**src/design/atl_pkg.sv**
```systemverilog
// Shared types, codes and byte classification for the assembler token lexer.
package atl_pkg;

  typedef enum logic [2:0] {
    KIND_WORD    = 3'd0,
    KIND_KEYWORD = 3'd1,
    KIND_PUNCT   = 3'd2,
    KIND_INT     = 3'd3,
    KIND_REAL    = 3'd4,
    KIND_END     = 3'd5,
    KIND_ERROR   = 3'd6
  } kind_e;

  typedef enum logic [1:0] {
    ERR_NONE      = 2'd0,
    ERR_UNKNOWN   = 2'd1,
    ERR_MALFORMED = 2'd2,
    ERR_TOO_LONG  = 2'd3
  } err_e;

  typedef enum logic [3:0] {
    MODE_IDLE = 4'b0001,
    MODE_WORD = 4'b0010,
    MODE_NUM  = 4'b0100,
    MODE_ERR  = 4'b1000
  } mode_e;

  localparam logic [7:0] ChDot   = 8'h2e;
  localparam logic [7:0] ChColon = 8'h3a;
  localparam logic [7:0] ChLBrk  = 8'h5b;
  localparam logic [7:0] ChRBrk  = 8'h5d;
  localparam logic [7:0] ChLBrc  = 8'h7b;
  localparam logic [7:0] ChRBrc  = 8'h7d;
  localparam logic [7:0] ChLPar  = 8'h28;
  localparam logic [7:0] ChRPar  = 8'h29;
  localparam logic [7:0] ChSpace = 8'h20;
  localparam logic [7:0] ChUnder = 8'h5f;
  localparam logic [7:0] ChMinus = 8'h2d;
  localparam logic [7:0] ChZero  = 8'h30;
  localparam logic [7:0] CaseBit = 8'h20;
  localparam logic [7:0] LowE    = 8'h65;
  localparam logic [7:0] LowX    = 8'h78;

  // Byte classes, worked out once in the front end.
  typedef struct packed {
    logic space;
    logic punct;
    logic alpha;
    logic digit;
    logic under;
    logic minus;
    logic dot;
    logic zero;
    logic exp;
    logic hexlet;
    logic xmark;
  } cls_t;

  typedef struct packed {
    logic [7:0] data;
    logic       last;
    cls_t       cls;
  } entry_t;

  typedef struct packed {
    kind_e       kind;
    logic [31:0] start;
    logic [7:0]  length;
    logic [7:0]  punct;
    err_e        err;
    logic        last;
  } token_t;

  function automatic cls_t classify(logic [7:0] c);
    cls_t       r;
    logic [7:0] l;
    l        = c | CaseBit;
    r.space  = (c == ChSpace) || (c >= 8'h09 && c <= 8'h0d);
    r.punct  = (c == ChDot) || (c == ChColon) || (c == ChLBrk) || (c == ChRBrk) ||
               (c == ChLBrc) || (c == ChRBrc) || (c == ChLPar) || (c == ChRPar);
    r.alpha  = (l > 8'h60) && (l < 8'h7b);
    r.digit  = (c > 8'h2f) && (c < 8'h3a);
    r.under  = (c == ChUnder);
    r.minus  = (c == ChMinus);
    r.dot    = (c == ChDot);
    r.zero   = (c == ChZero);
    r.exp    = (l == LowE);
    r.hexlet = (l > 8'h60) && (l < 8'h67);
    r.xmark  = (l == LowX);
    return r;
  endfunction

  // Letters of the one keyword, "halt".
  function automatic logic [7:0] kw_char(logic [1:0] idx);
    logic [7:0] r;
    unique case (idx)
      2'd0: r = 8'h68;
      2'd1: r = 8'h61;
      2'd2: r = 8'h6c;
      2'd3: r = 8'h74;
      default: r = 8'h00;
    endcase
    return r;
  endfunction

endpackage

```
**src/design/atl_if.sv**
```systemverilog
// Handshake channels of the lexer: source bytes in, tokens out.
interface atl_in_if;
  logic       valid;
  logic       ready;
  logic [7:0] data_byte;
  logic       end_flag;

  modport source (output valid, output data_byte, output end_flag, input ready);
  modport sink (input valid, input data_byte, input end_flag, output ready);
endinterface

interface atl_out_if;
  logic        valid;
  logic        ready;
  logic [2:0]  token_kind;
  logic [31:0] token_start;
  logic [7:0]  token_length;
  logic [7:0]  punct_char;
  logic [1:0]  error_code;
  logic        run_last;

  modport source (output valid, output token_kind, output token_start, output token_length,
                  output punct_char, output error_code, output run_last, input ready);
  modport sink (input valid, input token_kind, input token_start, input token_length,
                input punct_char, input error_code, input run_last, output ready);
endinterface

```
**src/design/atl_front.sv**
```systemverilog
// Front end: takes source beats, classifies each byte, queues it for the lexer core.
module atl_front (
  input  logic            clk_i,
  input  logic            rst_ni,
  input  logic            valid_i,
  output logic            ready_o,
  input  logic [7:0]      data_byte_i,
  input  logic            end_flag_i,
  output logic            ent_valid_o,
  input  logic            ent_ready_i,
  output atl_pkg::entry_t ent_o
);
  import atl_pkg::*;

  entry_t     mem_q [2];
  logic       head_q, head_d;
  logic       tail_q, tail_d;
  logic [1:0] cnt_q, cnt_d;
  logic       push, pop;

  assign ready_o     = (cnt_q != 2'd2);
  assign ent_valid_o = (cnt_q != 2'd0);
  assign ent_o       = mem_q[head_q];
  assign push        = valid_i && ready_o;
  assign pop         = ent_valid_o && ent_ready_i;

  always_comb begin
    head_d = pop ? ~head_q : head_q;
    tail_d = push ? ~tail_q : tail_q;
    cnt_d  = cnt_q + 2'(push) - 2'(pop);
  end

  always_ff @(posedge clk_i or negedge rst_ni) begin
    if (!rst_ni) begin
      head_q <= 1'b0;
      tail_q <= 1'b0;
      cnt_q  <= 2'd0;
    end else begin
      head_q <= head_d;
      tail_q <= tail_d;
      cnt_q  <= cnt_d;
    end
  end

  always_ff @(posedge clk_i) begin
    if (push) begin
      mem_q[tail_q] <= '{data: data_byte_i, last: end_flag_i, cls: classify(data_byte_i)};
    end
  end

endmodule

```
**src/design/atl_back.sv**
```systemverilog
// Lexer core: token state machine plus a four-deep result queue.
module atl_back #(
  parameter int LenLimit = 255
) (
  input  logic            clk_i,
  input  logic            rst_ni,
  input  logic            ent_valid_i,
  output logic            ent_ready_o,
  input  atl_pkg::entry_t ent_i,
  output logic            tok_valid_o,
  input  logic            tok_ready_i,
  output atl_pkg::token_t tok_o
);
  import atl_pkg::*;

  localparam logic [7:0] LimitW = 8'(LenLimit);

  // token state
  mode_e       mode_q, mode_d;
  logic [7:0]  len_q, len_d;
  logic        hex_q, hex_d;
  logic        real_q, real_d;
  logic        lz_q, lz_d;
  logic [2:0]  kwp_q, kwp_d;
  logic        kwm_q, kwm_d;
  logic [31:0] start_q, start_d;
  logic [31:0] off_q, off_d;

  // result queue
  token_t      res_q [4];
  logic [1:0]  head_q, tail_q;
  logic [2:0]  cnt_q;
  logic        pop;
  logic [1:0]  push_n;

  logic        step;
  logic [7:0]  c;
  cls_t        cls;
  token_t      flush_res, beg_res, a_res, b_res;
  logic        beg_v, a_v, b_v, do_begin, did_flush;
  logic        beg_open;
  mode_e       beg_mode;
  logic        word_cont, num_cont, hexmark;

  assign step = ent_valid_i && ent_ready_o;
  assign c    = ent_i.data;
  assign cls  = ent_i.cls;

  always_comb begin
    flush_res        = '0;
    flush_res.kind   = (mode_q == MODE_WORD) ?
                       ((!kwm_q && kwp_q == 3'd4) ? KIND_KEYWORD : KIND_WORD) :
                       (real_q ? KIND_REAL : KIND_INT);
    flush_res.start  = start_q;
    flush_res.length = len_q;
    flush_res.err    = ERR_NONE;
  end

  // What a byte does when it opens a new token.
  always_comb begin
    beg_res  = '0;
    beg_v    = 1'b0;
    beg_open = 1'b0;
    beg_mode = MODE_IDLE;
    if (cls.space) begin
      beg_mode = MODE_IDLE;
    end else if (cls.punct) begin
      beg_v          = 1'b1;
      beg_res.kind   = KIND_PUNCT;
      beg_res.start  = off_q;
      beg_res.length = 8'd1;
      beg_res.punct  = c;
      beg_res.err    = ERR_NONE;
    end else begin
      beg_open = 1'b1;
      if (cls.alpha || cls.under) begin
        beg_mode = MODE_WORD;
      end else if (cls.digit || cls.minus) begin
        beg_mode = MODE_NUM;
      end else begin
        beg_mode      = MODE_ERR;
        beg_v         = 1'b1;
        beg_res.kind  = KIND_ERROR;
        beg_res.start = off_q;
        beg_res.err   = ERR_UNKNOWN;
      end
    end
  end

  assign word_cont = cls.alpha || cls.digit || cls.under;
  assign hexmark   = lz_q && (len_q == 8'd1) && cls.xmark;
  assign num_cont  = hexmark || cls.digit || cls.dot || cls.exp || (hex_q && cls.hexlet);

  always_comb begin
    mode_d    = mode_q;
    len_d     = len_q;
    hex_d     = hex_q;
    real_d    = real_q;
    lz_d      = lz_q;
    kwp_d     = kwp_q;
    kwm_d     = kwm_q;
    start_d   = start_q;
    off_d     = off_q;
    a_res     = '0;
    b_res     = '0;
    a_v       = 1'b0;
    b_v       = 1'b0;
    do_begin  = 1'b0;
    did_flush = 1'b0;
    if (step) begin
      if (ent_i.last) begin
        if (mode_q == MODE_WORD || mode_q == MODE_NUM) begin
          a_v         = 1'b1;
          a_res       = flush_res;
          b_v         = 1'b1;
          b_res.kind  = KIND_END;
          b_res.start = off_q;
          b_res.err   = ERR_NONE;
        end else begin
          a_v         = 1'b1;
          a_res.kind  = KIND_END;
          a_res.start = off_q;
          a_res.err   = ERR_NONE;
        end
        mode_d  = MODE_IDLE;
        len_d   = 8'd0;
        hex_d   = 1'b0;
        real_d  = 1'b0;
        lz_d    = 1'b0;
        kwp_d   = 3'd0;
        kwm_d   = 1'b0;
        start_d = 32'd0;
        off_d   = 32'd0;
      end else begin
        off_d = off_q + 32'd1;
        unique case (mode_q)
          MODE_IDLE: do_begin = 1'b1;
          MODE_WORD: begin
            if (word_cont) begin
              if (len_q >= LimitW) begin
                a_v         = 1'b1;
                a_res.kind  = KIND_ERROR;
                a_res.start = start_q;
                a_res.err   = ERR_TOO_LONG;
                mode_d      = MODE_ERR;
              end else begin
                if (!kwm_q && len_q < 8'd4 && kwp_q == len_q[2:0] &&
                    c == kw_char(len_q[1:0])) begin
                  kwp_d = kwp_q + 3'd1;
                end else begin
                  kwm_d = 1'b1;
                end
                len_d = len_q + 8'd1;
              end
            end else begin
              did_flush = 1'b1;
              do_begin  = 1'b1;
            end
          end
          MODE_NUM: begin
            if (num_cont) begin
              if (len_q >= LimitW) begin
                a_v         = 1'b1;
                a_res.kind  = KIND_ERROR;
                a_res.start = start_q;
                a_res.err   = ERR_TOO_LONG;
                mode_d      = MODE_ERR;
              end else if (!hexmark && cls.dot && (real_q || hex_q)) begin
                a_v         = 1'b1;
                a_res.kind  = KIND_ERROR;
                a_res.start = start_q;
                a_res.err   = ERR_MALFORMED;
                mode_d      = MODE_ERR;
              end else begin
                if (hexmark) hex_d = 1'b1;
                if (!hexmark && cls.dot) real_d = 1'b1;
                len_d = len_q + 8'd1;
              end
            end else begin
              did_flush = 1'b1;
              do_begin  = 1'b1;
            end
          end
          MODE_ERR: ;
          default: ;
        endcase

        if (do_begin) begin
          mode_d = beg_mode;
          if (beg_open) begin
            start_d = off_q;
            hex_d   = 1'b0;
            real_d  = 1'b0;
            lz_d    = (beg_mode == MODE_NUM) && cls.zero;
            len_d   = (beg_mode == MODE_ERR) ? 8'd0 : 8'd1;
            kwp_d   = 3'd0;
            kwm_d   = 1'b0;
            if (beg_mode == MODE_WORD) begin
              if (c == kw_char(2'd0)) kwp_d = 3'd1;
              else kwm_d = 1'b1;
            end
          end
          if (did_flush) begin
            a_v   = 1'b1;
            a_res = flush_res;
            b_v   = beg_v;
            b_res = beg_res;
          end else begin
            a_v   = beg_v;
            a_res = beg_res;
          end
        end
      end
    end
    if (b_v) b_res.last = 1'b1;
    else a_res.last = 1'b1;
  end

  // Room for two results keeps the core from stalling mid-byte.
  assign ent_ready_o = (cnt_q <= 3'd2);
  assign tok_valid_o = (cnt_q != 3'd0);
  assign tok_o       = res_q[head_q];
  assign pop         = tok_valid_o && tok_ready_i;
  assign push_n      = {1'b0, a_v} + {1'b0, b_v};

  always_ff @(posedge clk_i or negedge rst_ni) begin
    if (!rst_ni) begin
      mode_q  <= MODE_IDLE;
      len_q   <= 8'd0;
      hex_q   <= 1'b0;
      real_q  <= 1'b0;
      lz_q    <= 1'b0;
      kwp_q   <= 3'd0;
      kwm_q   <= 1'b0;
      start_q <= 32'd0;
      off_q   <= 32'd0;
      head_q  <= 2'd0;
      tail_q  <= 2'd0;
      cnt_q   <= 3'd0;
    end else begin
      mode_q  <= mode_d;
      len_q   <= len_d;
      hex_q   <= hex_d;
      real_q  <= real_d;
      lz_q    <= lz_d;
      kwp_q   <= kwp_d;
      kwm_q   <= kwm_d;
      start_q <= start_d;
      off_q   <= off_d;
      head_q  <= head_q + 2'(pop);
      tail_q  <= tail_q + push_n;
      cnt_q   <= cnt_q + 3'(push_n) - 3'(pop);
    end
  end

  always_ff @(posedge clk_i) begin
    if (a_v) res_q[tail_q] <= a_res;
    if (b_v) res_q[tail_q + 2'd1] <= b_res;
  end

`ifndef SYNTHESIS
  a_cnt_bound: assert property (@(posedge clk_i) disable iff (!rst_ni) cnt_q <= 3'd4)
    else $error("result queue overflow");

  a_err_silent: assert property (@(posedge clk_i) disable iff (!rst_ni)
    (step && !ent_i.last && mode_q == MODE_ERR) |-> (push_n == 2'd0))
    else $error("result produced while dropping bytes after an error");

  a_end_clears: assert property (@(posedge clk_i) disable iff (!rst_ni)
    (step && ent_i.last) |=> (mode_q == MODE_IDLE && off_q == 32'd0))
    else $error("state not cleared after end of input");
`endif

endmodule

```
**src/design/assembler_token_lexer_core.sv**
```systemverilog
// Top level of the assembler token lexer: front end, lexer core, token channel.
//
// src_i carries one source byte per beat (data_byte, end_flag); a beat is taken
// when valid and ready are both high. tok_o carries one token per beat: kind,
// start offset, length, punctuation byte, error code and run_last, which marks
// the last token caused by an input beat. A byte gives zero, one or two tokens.
//
// Throughput: one byte per cycle while the receiver keeps up, handled by the token
// state machine in the core. A byte that gives two tokens writes both into the
// result queue together. A taken byte is registered in the classify queue; the core
// reads it from there and writes its tokens straight into the result queue, which
// drives tok_o. A second token from the same byte leaves behind the first.
//
// The front queue (two entries) and the result queue (four entries) let either
// side stall on its own. When the receiver stalls, the result queue fills and the
// core stops taking bytes once fewer than two slots are free; the front queue
// then fills and src_i.ready drops. No token is lost or repeated.
//
// Reset (rst_ni low, asynchronous) empties both queues, returns the lexer to
// idle and zeroes the byte offset. An end_flag beat flushes the open token, then
// returns the lexer to idle and zeroes the byte offset.
module assembler_token_lexer_core #(
  parameter int MAX_TOKEN_LEN = 256
) (
  input  logic clk_i,
  input  logic rst_ni,
  atl_in_if.sink    src_i,
  atl_out_if.source tok_o
);
  import atl_pkg::*;

  // Longest token in bytes; token_length is eight bits wide.
  localparam int LenLimit = (MAX_TOKEN_LEN - 1 > 255) ? 255 : MAX_TOKEN_LEN - 1;

  entry_t ent;
  logic   ent_valid, ent_ready;
  token_t tok;

  atl_front u_front (
    .clk_i       (clk_i),
    .rst_ni      (rst_ni),
    .valid_i     (src_i.valid),
    .ready_o     (src_i.ready),
    .data_byte_i (src_i.data_byte),
    .end_flag_i  (src_i.end_flag),
    .ent_valid_o (ent_valid),
    .ent_ready_i (ent_ready),
    .ent_o       (ent)
  );

  atl_back #(
    .LenLimit (LenLimit)
  ) u_back (
    .clk_i       (clk_i),
    .rst_ni      (rst_ni),
    .ent_valid_i (ent_valid),
    .ent_ready_o (ent_ready),
    .ent_i       (ent),
    .tok_valid_o (tok_o.valid),
    .tok_ready_i (tok_o.ready),
    .tok_o       (tok)
  );

  assign tok_o.token_kind   = tok.kind;
  assign tok_o.token_start  = tok.start;
  assign tok_o.token_length = tok.length;
  assign tok_o.punct_char   = tok.punct;
  assign tok_o.error_code   = tok.err;
  assign tok_o.run_last     = tok.last;

endmodule
```
**src/flat_wrapper.sv**
```systemverilog
// flat-port wrapper written by rule: the top's interface ports become plain ports
module assembler_token_lexer_core_flat import atl_pkg::*;
#(
  parameter int MAX_TOKEN_LEN = 256
)
  (clk_i, rst_ni, src_i_valid, src_i_data_byte, src_i_end_flag, src_i_ready, tok_o_valid, tok_o_token_kind, tok_o_token_start, tok_o_token_length, tok_o_punct_char, tok_o_error_code, tok_o_run_last, tok_o_ready);
  atl_in_if src_i_i ();
  atl_out_if tok_o_i ();
  input  logic clk_i;
  input  logic rst_ni;
  input wire logic [$bits(src_i_i.valid)-1:0] src_i_valid;
  input wire logic [$bits(src_i_i.data_byte)-1:0] src_i_data_byte;
  input wire logic [$bits(src_i_i.end_flag)-1:0] src_i_end_flag;
  output wire logic [$bits(src_i_i.ready)-1:0] src_i_ready;
  output wire logic [$bits(tok_o_i.valid)-1:0] tok_o_valid;
  output wire logic [$bits(tok_o_i.token_kind)-1:0] tok_o_token_kind;
  output wire logic [$bits(tok_o_i.token_start)-1:0] tok_o_token_start;
  output wire logic [$bits(tok_o_i.token_length)-1:0] tok_o_token_length;
  output wire logic [$bits(tok_o_i.punct_char)-1:0] tok_o_punct_char;
  output wire logic [$bits(tok_o_i.error_code)-1:0] tok_o_error_code;
  output wire logic [$bits(tok_o_i.run_last)-1:0] tok_o_run_last;
  input wire logic [$bits(tok_o_i.ready)-1:0] tok_o_ready;
  assign src_i_i.valid = src_i_valid;
  assign src_i_i.data_byte = src_i_data_byte;
  assign src_i_i.end_flag = src_i_end_flag;
  assign src_i_ready = src_i_i.ready;
  assign tok_o_valid = tok_o_i.valid;
  assign tok_o_token_kind = tok_o_i.token_kind;
  assign tok_o_token_start = tok_o_i.token_start;
  assign tok_o_token_length = tok_o_i.token_length;
  assign tok_o_punct_char = tok_o_i.punct_char;
  assign tok_o_error_code = tok_o_i.error_code;
  assign tok_o_run_last = tok_o_i.run_last;
  assign tok_o_i.ready = tok_o_ready;
  assembler_token_lexer_core #(.MAX_TOKEN_LEN(MAX_TOKEN_LEN)) u_core (.clk_i(clk_i), .rst_ni(rst_ni), .src_i(src_i_i), .tok_o(tok_o_i));
endmodule
```
**config.mk**
```make
export PLATFORM = sky130hd
export DESIGN_NAME = assembler_token_lexer_core_flat
export DESIGN_NICKNAME = d
export VERILOG_FILES = /design/src/design/atl_pkg.sv /design/src/design/atl_if.sv /design/src/design/atl_front.sv /design/src/design/atl_back.sv /design/src/design/assembler_token_lexer_core.sv /design/src/flat_wrapper.sv
export SDC_FILE = /design/constraint.sdc
export NUM_CORES = 1
export LEC_CHECK = 0
export BUFFER_PORTS_ARGS = -buffer_cell sky130_fd_sc_hd__buf_4
export CAP_MARGIN = 20
export CORE_ASPECT_RATIO = 0.5
export CORE_MARGIN = 8
export CORE_UTILIZATION = 55
export CTS_CLUSTER_SIZE = 24
export DETAILED_ROUTE_END_ITERATION = 12
export PLACE_DENSITY = 0.72
export SLEW_MARGIN = 20
export SYNTH_ARGS = -nofsm -noshare
export SYNTH_HDL_FRONTEND = slang
export SYNTH_SLANG_ARGS = --single-unit
```
**constraint.sdc**
```tcl
create_clock -name clk_i -period 11.4 [get_ports clk_i]
set_clock_uncertainty 0.15 [all_clocks]
set_input_delay 2.28 -clock clk_i [delete_from_list [all_inputs] [get_ports clk_i]]
set_output_delay 2.28 -clock clk_i [all_outputs]
set_load 0.03 [all_outputs]
```
* Word-level counts from Yosys, hierarchy flattened
Memory sizes are Yosys's and may differ from the RTL's.
Cells that the tools add are included.
** Storage, ports and cells
- Logic and storage cells :: 261
- Memories :: 2
- Bits of input ports :: 13
- Memory bits (writable) :: 256
- Flip-flop bits (word level) :: 94
** Memories
- u_core.u_back.res_q :: depth 4, width 54, read ports 1, clocked after memory_dff 0, write ports 2, line atl_back.sv:30 : token_t res_q [4];
- u_core.u_front.mem_q :: depth 2, width 20, read ports 1, clocked after memory_dff 0, write ports 1, line atl_front.sv:15 : entry_t mem_q [2];
** Cells by class
- Add/subtract/negate cells :: 11
- Order comparisons :: 10
- Bitwise logic cells :: 2
- Muxes and demuxes :: 143
- Reduce and logical (&&, ||, !) cells :: 45
- Eq/ne operators :: 33
** Operators with widths (count)
- 2-to-1 mux 35 bit :: 11
- 2-to-1 mux 54 bit :: 7
- 2-to-1 mux 32 bit :: 4
- 2-to-1 mux 8 bit :: 13
- 2-to-1 mux 1 bit :: 70
- one-hot mux 35 bit (2 select lines) :: 1
- == test 8 x 6 -> 1 bit, second input constant :: 7
- 2-to-1 mux 53 bit :: 1
- == test 8 x 7 -> 1 bit, second input constant :: 6
- 2-to-1 mux 4 bit :: 11
- adder 32 x 1 -> 32 bit, second input constant :: 1
- 2-to-1 mux 16 bit :: 2
- one-hot mux 8 bit (4 select lines) :: 1
- 2-to-1 mux 3 bit :: 9
- logical OR 1 bit :: 18
- logical AND 1 bit :: 17
- < comparator 8 x 7 -> 1 bit, second input constant :: 2
- one-hot mux 8 bit (2 select lines) :: 1
- == test 7 x 6 -> 1 bit, second input constant :: 2
- 2-to-1 mux 2 bit :: 6
- 2-to-1 mux 9 bit :: 1
- adder 8 x 1 -> 8 bit, second input constant :: 1
- == test 4 x 2 -> 1 bit, second input constant :: 2
- == test 4 x 3 -> 1 bit, second input constant :: 2
- 40 further kinds :: 48

* Depth between registers and ports, before layout
Gate-level depths: netlist of the first run.
- Depth in word-level cells :: 18
- Mapped depth :: 18

* By module
A second synthesis of the first run with hierarchy kept.
** Unflattened totals
- Cells, all modules :: 1425
- Area, all modules :: 17418.0 sq um
** Modules (own cells, without submodules)
- atl_back :: area each 15494.9 sq um, cells an instance 1304, times used 1
- atl_front :: area each 1923.1 sq um, cells an instance 121, times used 1

* Least setup slack after synthesis of the first run
No wires, ideal clock.
- Kind :: reg-to-output
- Start point :: register u_core.u_back.head_q[0]
- End point :: output port tok_o_token_length[2]
- Data arrival time :: 1.914 ns
- Slack :: 7.056 ns
- Stages on the path, launching flop included :: 4
- Buffers on the path :: 2
- Cells stage by stage :: dfrtp_1 -> clkbuf_1 -> buf_1 -> mux4_2
** Between the ends
- Longest elaborated chain between the ends :: 1
** RTL lines
- from (decl) :: line atl_back.sv:31 : logic [1:0] head_q, tail_q;
- from (signal assigned) :: line atl_back.sv:250 : head_q <= head_q + 2'(pop);
- memory read (4 x 54 bit)
- to (decl) :: line flat_wrapper.sv:18 : output wire logic [$bits(tok_o_i.token_length)-1:0] tok_o_token_length;
Every way passes these cells.

* Worst setup path in the final report of the first run
- Start point :: register u_core.u_back.head_q[0]
- End point :: output port tok_o_punct_char[5]
** Between the ends
- Longest elaborated chain between the ends :: 1
** RTL lines
- memory read (4 x 54 bit)
- to (decl) :: line flat_wrapper.sv:19 : output wire logic [$bits(tok_o_i.punct_char)-1:0] tok_o_punct_char;
Every way passes these cells.

==> results_dict.tcl, run 1 <==
set metrics [dict create \
    status "completed" \
    ff2ff_setup_slack_ps 7020 \
    postRouteAntennaNets 0 \
    timing.rr.end "u_core.u_back.res_q[3][8]" \
    ys_async_sr_fraction_pct 26.9 \
    grt_pass1_wl_um 65000 \
    path_class "flop to primary output" \
    die_w_um 263 \
    synth.area.mux_share_pct 8.36 \
    syn_area_um2 16800 \
    cap_violations 0 \
    clock_latency_ps 570 \
    max_freq_mhz 191 \
    core_area_um2 30200 \
    dr_wl_met2_um 20300 \
    maxSlewViolCount 0 \
    cp_num_buf_inv 2 \
    seqCellArea_um2 9730 \
    ys.flop_type "edfxtp_1" \
    dp_hpwl_um 25600 \
    routed_via_density 6.56 \
    p_int_mw 2.55 \
    root_buffer "clkbuf_16" \
    dr.pass1.iters 7 \
    diodes 0 \
    stdcell_count 1743 \
    synth_fp_nets 1345 \
    avgSynthCellArea_um2 12.8 \
    slew_headroom_pct 27.4 \
    ctsHoldBuffers 0 \
    post_cts_buffers 0 \
    initial_core_util_pct 55.6 \
    pwr-share-clk_pct 25.1 \
    crit_end "tok_o_punct_char[5]" \
    synth-xor-area-share_pct 1.93 \
    p_sw_mw 1.52 \
    place_area_um2 17500 \
    drt_iter0_markers 1039 \
    r2r-start "u_core.u_front.head_q" \
    ctsLongestPathBuffers 3 \
    cts_sinks 350 \
    path_cells "buf_4 > mux4_2 > buf_4" \
    timing.final.crit_share_pct 45.9 \
    yosys.area_share.simple_pct 10.8 \
    die-area_um2 36700 \
    setup_viol 0 \
    n_fill_cell 2345 \
    p_leak_nw 6.82 \
    tns_ps 0 \
    critPathMaxFanout 28 \
    grt_max_degree 56 \
    seq_power_share_pct 40.2 \
    cp_slowest_cell "dfrtp_4" \
    worstHoldPathType "flop to flop" \
    wl_per_cell_um 23.6 \
    yosysUniqueCellTypes 82 \
    first_global_vias 11590 \
    synthCells 1315 \
    swShare_pct 37.3 \
    hold_viol 0 \
    gp_congestion 0.876 \
    synth_compound_area_share_pct 15.9 \
    crit_family "flip-flops" \
    end_kind "primary output" \
    fp-row-count 45 \
    synth_seq_area_share_pct 57.9 \
    wl_met3_um 2790 \
    top_layer_used "met4" \
    cts_tree "done" \
    reg2reg_depth 7 \
    synthAdderAreaFrac_pct 1.31 \
    multi_input_area_um2 6530 \
    final_nets 1349 \
    ir_drop_mv 0.131 \
    placed_cells 1685 \
    cp.required_ps 8970 \
    stdcell_area_um2 18500 \
    cts_resized 0 \
    numCtsBuffers 31 \
    worstPathArrival_ps 2800 \
    cpMostUsedCell "buf_4" \
    drive_above_1_share_pct 17.4 \
    worstSetupStartpointType "flop" \
    m1WireLength_um 17300 \
    ys_ff_latch 350 \
    combPwrFrac_pct 34.7 \
    io_pins 69 \
    synth_edf_count 224 \
    path_depth 3 \
    die_y_um 140 \
    synth_top_family_by_area "compound AO/OA/AOI/OAI gates" \
    drc 0 \
    grt_use_total_pct 21.8 \
    cts_max_level 1 \
    cp-startpoint "u_core.u_back.head_q[0]" \
    syn2layout_area_growth_pct 9.93 \
    hold_ws_ps 312 \
    vias 11426 \
    path_clk_slew_ps 70 \
    worst_pin_slew_ps 1090 \
    antenna_found_initial 0 \
    grt_overflow 0 \
    ys_warn_count 0 \
    port_buffers 68 \
    power_density_nw_per_um2 221 \
    drt-total-wl_um 41100 \
    period_minus_slack_ps 5230 \
    grt_setup_unrepaired "no" \
    slowest_delay_ps 810 \
]
## flip-flops by register name, summed over array words and instances, names as in the netlist, 2 cells and up
register and cells:
u_core.u_back.head_q 2, u_core.u_front.mem_q 40, u_core.u_back.res_q 216, u_core.u_back.mode_q 4, u_core.u_back.kwp_q 3, u_core.u_back.tail_q 2
u_core.u_back.cnt_q 3, u_core.u_front.cnt_q 2, u_core.u_back.len_q 8, u_core.u_back.off_q 32, u_core.u_back.start_q 32
## layer usage
metal	up-vias	GRT usage (%)
li1	5111	-
met1	5817	28.8
met2	436	36.9
met3	62	4.31
met4	0	5.33
met5	-	0
## cells in the final DEF, fill, tap and decap left out, drive strengths merged, types with 4 or more instances in the layout
cell	synthesis	layout
a21oi	27	27
ha	16	16
a22o	188	188
nor4b	8	8
clkinv	1	7
a21o	4	4
o31ai	4	4
mux2	6	6
nor3	21	21
o22ai	22	22
mux2i	12	12
nor4	10	10
edfxtp	224	224
or2	4	4
xnor2	20	20
xor2	17	17
clkbuf	67	47
o21ai	76	76
nand4	13	13
and3	10	10
nor2	102	102
mux4	54	54
or3	10	10
dfrtp	93	93
or4b	5	5
nor2b	6	6
and4	4	4
nand2	61	61
and2	9	9
a31oi	6	6
buf	46	84
nand3	65	65
inv	25	30
nand2b	9	9
dfxtp	32	32
## worst min-delay path by stage
stage | startpoint | to | slack (ps) | cells past startpoint
3_3_place_gp | u_core.u_back.res_q[0][16] | u_core.u_back.res_q[0][16] | 300 | 2
5_1_grt | u_core.u_back.res_q[0][12] | u_core.u_back.res_q[0][12] | 330 | 2
2_1_floorplan | u_core.u_back.res_q[3][2] | u_core.u_back.res_q[3][2] | 280 | 2
4_1_cts | u_core.u_back.res_q[0][14] | u_core.u_back.res_q[0][14] | 320 | 2
3_5_place_dp | u_core.u_back.res_q[0][14] | u_core.u_back.res_q[0][14] | 310 | 2
6_report | u_core.u_back.res_q[0][14] | u_core.u_back.res_q[0][14] | 310 | 2
## cell families (layout without fill, tap and decap cells)
kind of cell / Yosys count / after routing
compound gates: 353 / 353
xor+xnor: 37 / 37
fa+ha+maj: 17 / 17
buf+inv: 139 / 168
flops: 350 / 350
mux: 72 / 72
simple gates: 347 / 347
## layout make-up
| type | count | share of cell area, % |
|---|---|---|
| clock buffers | 47 | 4.86 |
| multi-input cells | 826 | 35.4 |
| flip-flops and latches | 350 | 52.7 |
| repair buffers | 84 | 3.42 |
| inverters | 26 | 0.529 |
| well taps | 399 | 2.70 |
| clock inverters | 11 | 0.441 |
## cells in the mapped netlist (all sizes together) (3+ instances only)
cell type / n / share of area [%]
edfxtp: 224 / 40
a22o: 188 / 9.8
nor2: 102 / 2.3
dfrtp: 93 / 14
o21ai: 76 / 2.3
clkbuf: 67 / 1.5
nand3: 65 / 2.0
nand2: 61 / 1.4
mux4: 54 / 7.2
buf: 46 / 1.7
dfxtp: 32 / 3.8
a21oi: 27 / 0.80
inv: 25 / 0.56
o22ai: 22 / 0.90
nor3: 21 / 0.66
xnor2: 20 / 1.0
xor2: 17 / 0.89
ha: 16 / 1.2
nand4: 13 / 0.52
mux2i: 12 / 0.72
and3: 10 / 0.37
nor4: 10 / 0.54
or3: 10 / 0.37
and2: 9 / 0.34
nand2b: 9 / 0.34
nor4b: 8 / 0.45
a31oi: 6 / 0.26
mux2: 6 / 0.40
nor2b: 6 / 0.22
or4b: 5 / 0.30
a21o: 4 / 0.18
and4: 4 / 0.22
o31ai: 4 / 0.29
or2: 4 / 0.15
a32o: 3 / 0.18
nor3b: 3 / 0.13
o211ai: 3 / 0.13
## worst min-delay path: cells and delay by family (launching register included)
family	cells	cell delay, ps
and+or+nand+nor	1	60
AOI/OAI and AO/OA	1	50
DFF	1	310
## power groups by stage
stage	logic [mW]	clock network (mW)	registers, mW
2_1_floorplan	1.03	0	1.59
3_3_place_gp	1.39	0	1.65
3_5_place_dp	1.42	0	1.66
4_1_cts	1.43	1.03	1.64
5_1_grt	1.52	1.08	1.66
6_report	1.41	1.02	1.64
## through the flow
stage	util (%)	total power, mW	setup slack (ps)
6_report	61.2	4.07	6170
5_1_grt	61.2	4.26	5970
4_1_cts	61.2	4.10	6070
3_5_place_dp	57.9	3.08	6690
3_3_place_gp	57.9	3.05	6750
2_1_floorplan	-	2.62	7060
Power figures use the tool's default switching activity.
==> inputs of run 2 (changes only) <==
PLACE_DENSITY = 0.75   (was 0.72)
clock period = 4.2 ns   (was 11.4 ns; I/O delays follow)
==> results_dict.tcl, run 2 (synthesized netlist as in run 1, its figures left out) <==
set metrics [dict create \
    ctsHoldBuffers 0 \
    path_cells "buf_4 > o32a_1 > a21o_1 > or4b_1 > nand2_4 > inv_1 > ha_1 > inv_1 > ha_1 > inv_1 > ha_1 > inv_1 > fa_1 > xnor2_1 > xnor2_1" \
    setup_viol 0 \
    cp-startpoint "u_core.u_front.head_q" \
    grt_use_total_pct 22.1 \
    mostFrequentLayoutCells "224 x edfxtp_1, 188 x a22o_1, 105 x buf_4, 93 x nor2_1, 91 x dfrtp_1" \
    cts_sinks 350 \
    cts_max_level 1 \
    numCtsBuffers 31 \
    path_class "flop to flop" \
    initial_core_util_pct 55.6 \
    grt_setup_unrepaired "no" \
    grt_pass1_wl_um 65700 \
    swShare_pct 36.5 \
    worstPathArrival_ps 4370 \
    drt-total-wl_um 41600 \
    status "completed" \
    largest_reg_flops 216 \
    n_fill_cell 2269 \
    cts_resized 0 \
    p_leak_nw 7.04 \
    pwr-share-clk_pct 26.9 \
    fp-row-count 45 \
    cpMostUsedCell "inv_1" \
    postRouteAntennaNets 0 \
    cp.required_ps 4560 \
    wl_per_cell_um 23.5 \
    path_clk_slew_ps 70 \
    worst_pin_slew_ps 951 \
    crit_family "adder cells" \
    die_w_um 263 \
    placed_cells 1713 \
    port_buffers 68 \
    timing.final.crit_share_pct 95.4 \
    die_y_um 140 \
    final_nets 1377 \
    power_density_nw_per_um2 613 \
    largest_register "u_core.u_back.res_q" \
    cts_tree "done" \
    maxSlewViolCount 0 \
    seqCellArea_um2 9730 \
    reg_top3 "u_core.u_back.res_q (216), u_core.u_front.mem_q (40)" \
    diodes 0 \
    place_worst_setup_slack_ps 217 \
    grt_overflow 0 \
    seq_power_share_pct 39.0 \
    clock_latency_ps 580 \
    hold_viol 0 \
    gp_congestion 0.925 \
    slew_headroom_pct 36.6 \
    dr.pass1.iters 5 \
    ir_drop_mv 0.332 \
    p_sw_mw 4.21 \
    fin_ws_ps 192 \
    r2r-start "u_core.u_front.head_q" \
    worstSetupStartpointType "flop" \
    core_area_um2 30200 \
    drc 0 \
    grt_max_degree 58 \
    max_freq_mhz 249 \
    cp_num_buf_inv 5 \
    drt_iter0_markers 1122 \
    first_global_vias 11649 \
    p_int_mw 7.34 \
    drive_above_1_share_pct 19.5 \
    io_pins 69 \
    dp_hpwl_um 26000 \
    end_kind "flop" \
    cap_violations 0 \
    post_cts_buffers 0 \
    tns_ps 0 \
    stdcell_count 1771 \
    worstHoldPathType "input pin to asynchronous set/reset pin" \
    period_minus_slack_ps 4010 \
    root_buffer "clkbuf_16" \
    cp_slowest_cell "dfrtp_1" \
    vias 11664 \
    critPathMaxFanout 16 \
    ctsLongestPathBuffers 3 \
    routed_via_density 6.59 \
    multi_input_area_um2 6470 \
    final_common_cell "edfxtp_1" \
    die-area_um2 36700 \
    slowest_delay_ps 620 \
    antenna_found_initial 0 \
    combPwrFrac_pct 34.1 \
    syn2layout_area_growth_pct 12.2 \
]
-- run 2: cell types whose count changed in the layout (fill, tap and decap cells not counted), moves of 5 or more --
| cell | before | now |
|---|---|---|
| buf_12 | 0 | 7 |
| nor2_4 | 8 | 0 |
| clkinvlp_4 | 0 | 5 |
| bufinv_16 | 0 | 6 |
| buf_4 | 84 | 105 |
| clkbuf_1 | 11 | 2 |
| nor2_2 | 1 | 9 |
-- run 2: worst register-to-register path: stages (launching register included) --
cell and delay, ps:
dfrtp_1 620, buf_4 330, o32a_1 310, a21o_1 160
or4b_1 530, nand2_4 150, inv_1 110, ha_1 320
inv_1 50, ha_1 280, inv_1 60, ha_1 130
inv_1 50, fa_1 380, xnor2_1 180, xnor2_1 130
-- run 2: final timing paths --
path / to / slack (ps) / depth (start not counted)
setup / recovery: u_core.u_back.cnt_q[2] / 190 / 15
hold / removal: u_core.u_back.start_q[27] / 180 / 1
setup reg to reg: u_core.u_back.cnt_q[2] / 190 / 15
hold reg to reg: u_core.u_back.res_q[0][14] / 320 / 2
max in group asynchronous: u_core.u_back.off_q[3] / 2900 / 2
min in group clk_i: u_core.u_front.mem_q[1][11] / 300 / 1
-- run 2: cell type report --
class	instances	share of cell area, %
multi-input cells	826	34.3
flip-flops and latches	350	51.6
well taps	399	2.65
clock buffers	37	4.45
repair buffers	112	4.93
clock inverters	21	1.50
inverters	26	0.518
-- run 2: per-stage QoR --
step / utilization (%) / power (mW) / hold WS [ps] / cell area, um^2
final: 62.4 / 11.5 / 184 / 18800
after global routing: 62.4 / 12.0 / 234 / 18800
after CTS: 62.4 / 11.6 / 210 / 18800
after detailed placement: 58.7 / 8.52 / 303 / 17700
after global placement: 58.7 / 8.43 / 293 / 17700
after floorplan: - / 7.12 / 284 / 16800
-- run 2: metal layers --
metal  part of all wire [%]  vias up  track usage (%)  routed length [um]
met4                    2.1        0             5.62                 859
met1                     42     5899             29.6               17400
met5                      0        -                0                   0
met2                     49      511             37.2               20200
li1                       -     5170                -                   -
met3                    7.4       84             3.96                3070
-- run 2: power by group through the flow --
stage	registers [mW]	logic, mW	clock network, mW
after floorplan	4.32	2.80	0
after global placement	4.56	3.88	0
after detailed placement	4.58	3.93	0
after CTS	4.51	3.95	3.14
after global routing	4.57	4.18	3.28
final	4.51	3.93	3.11
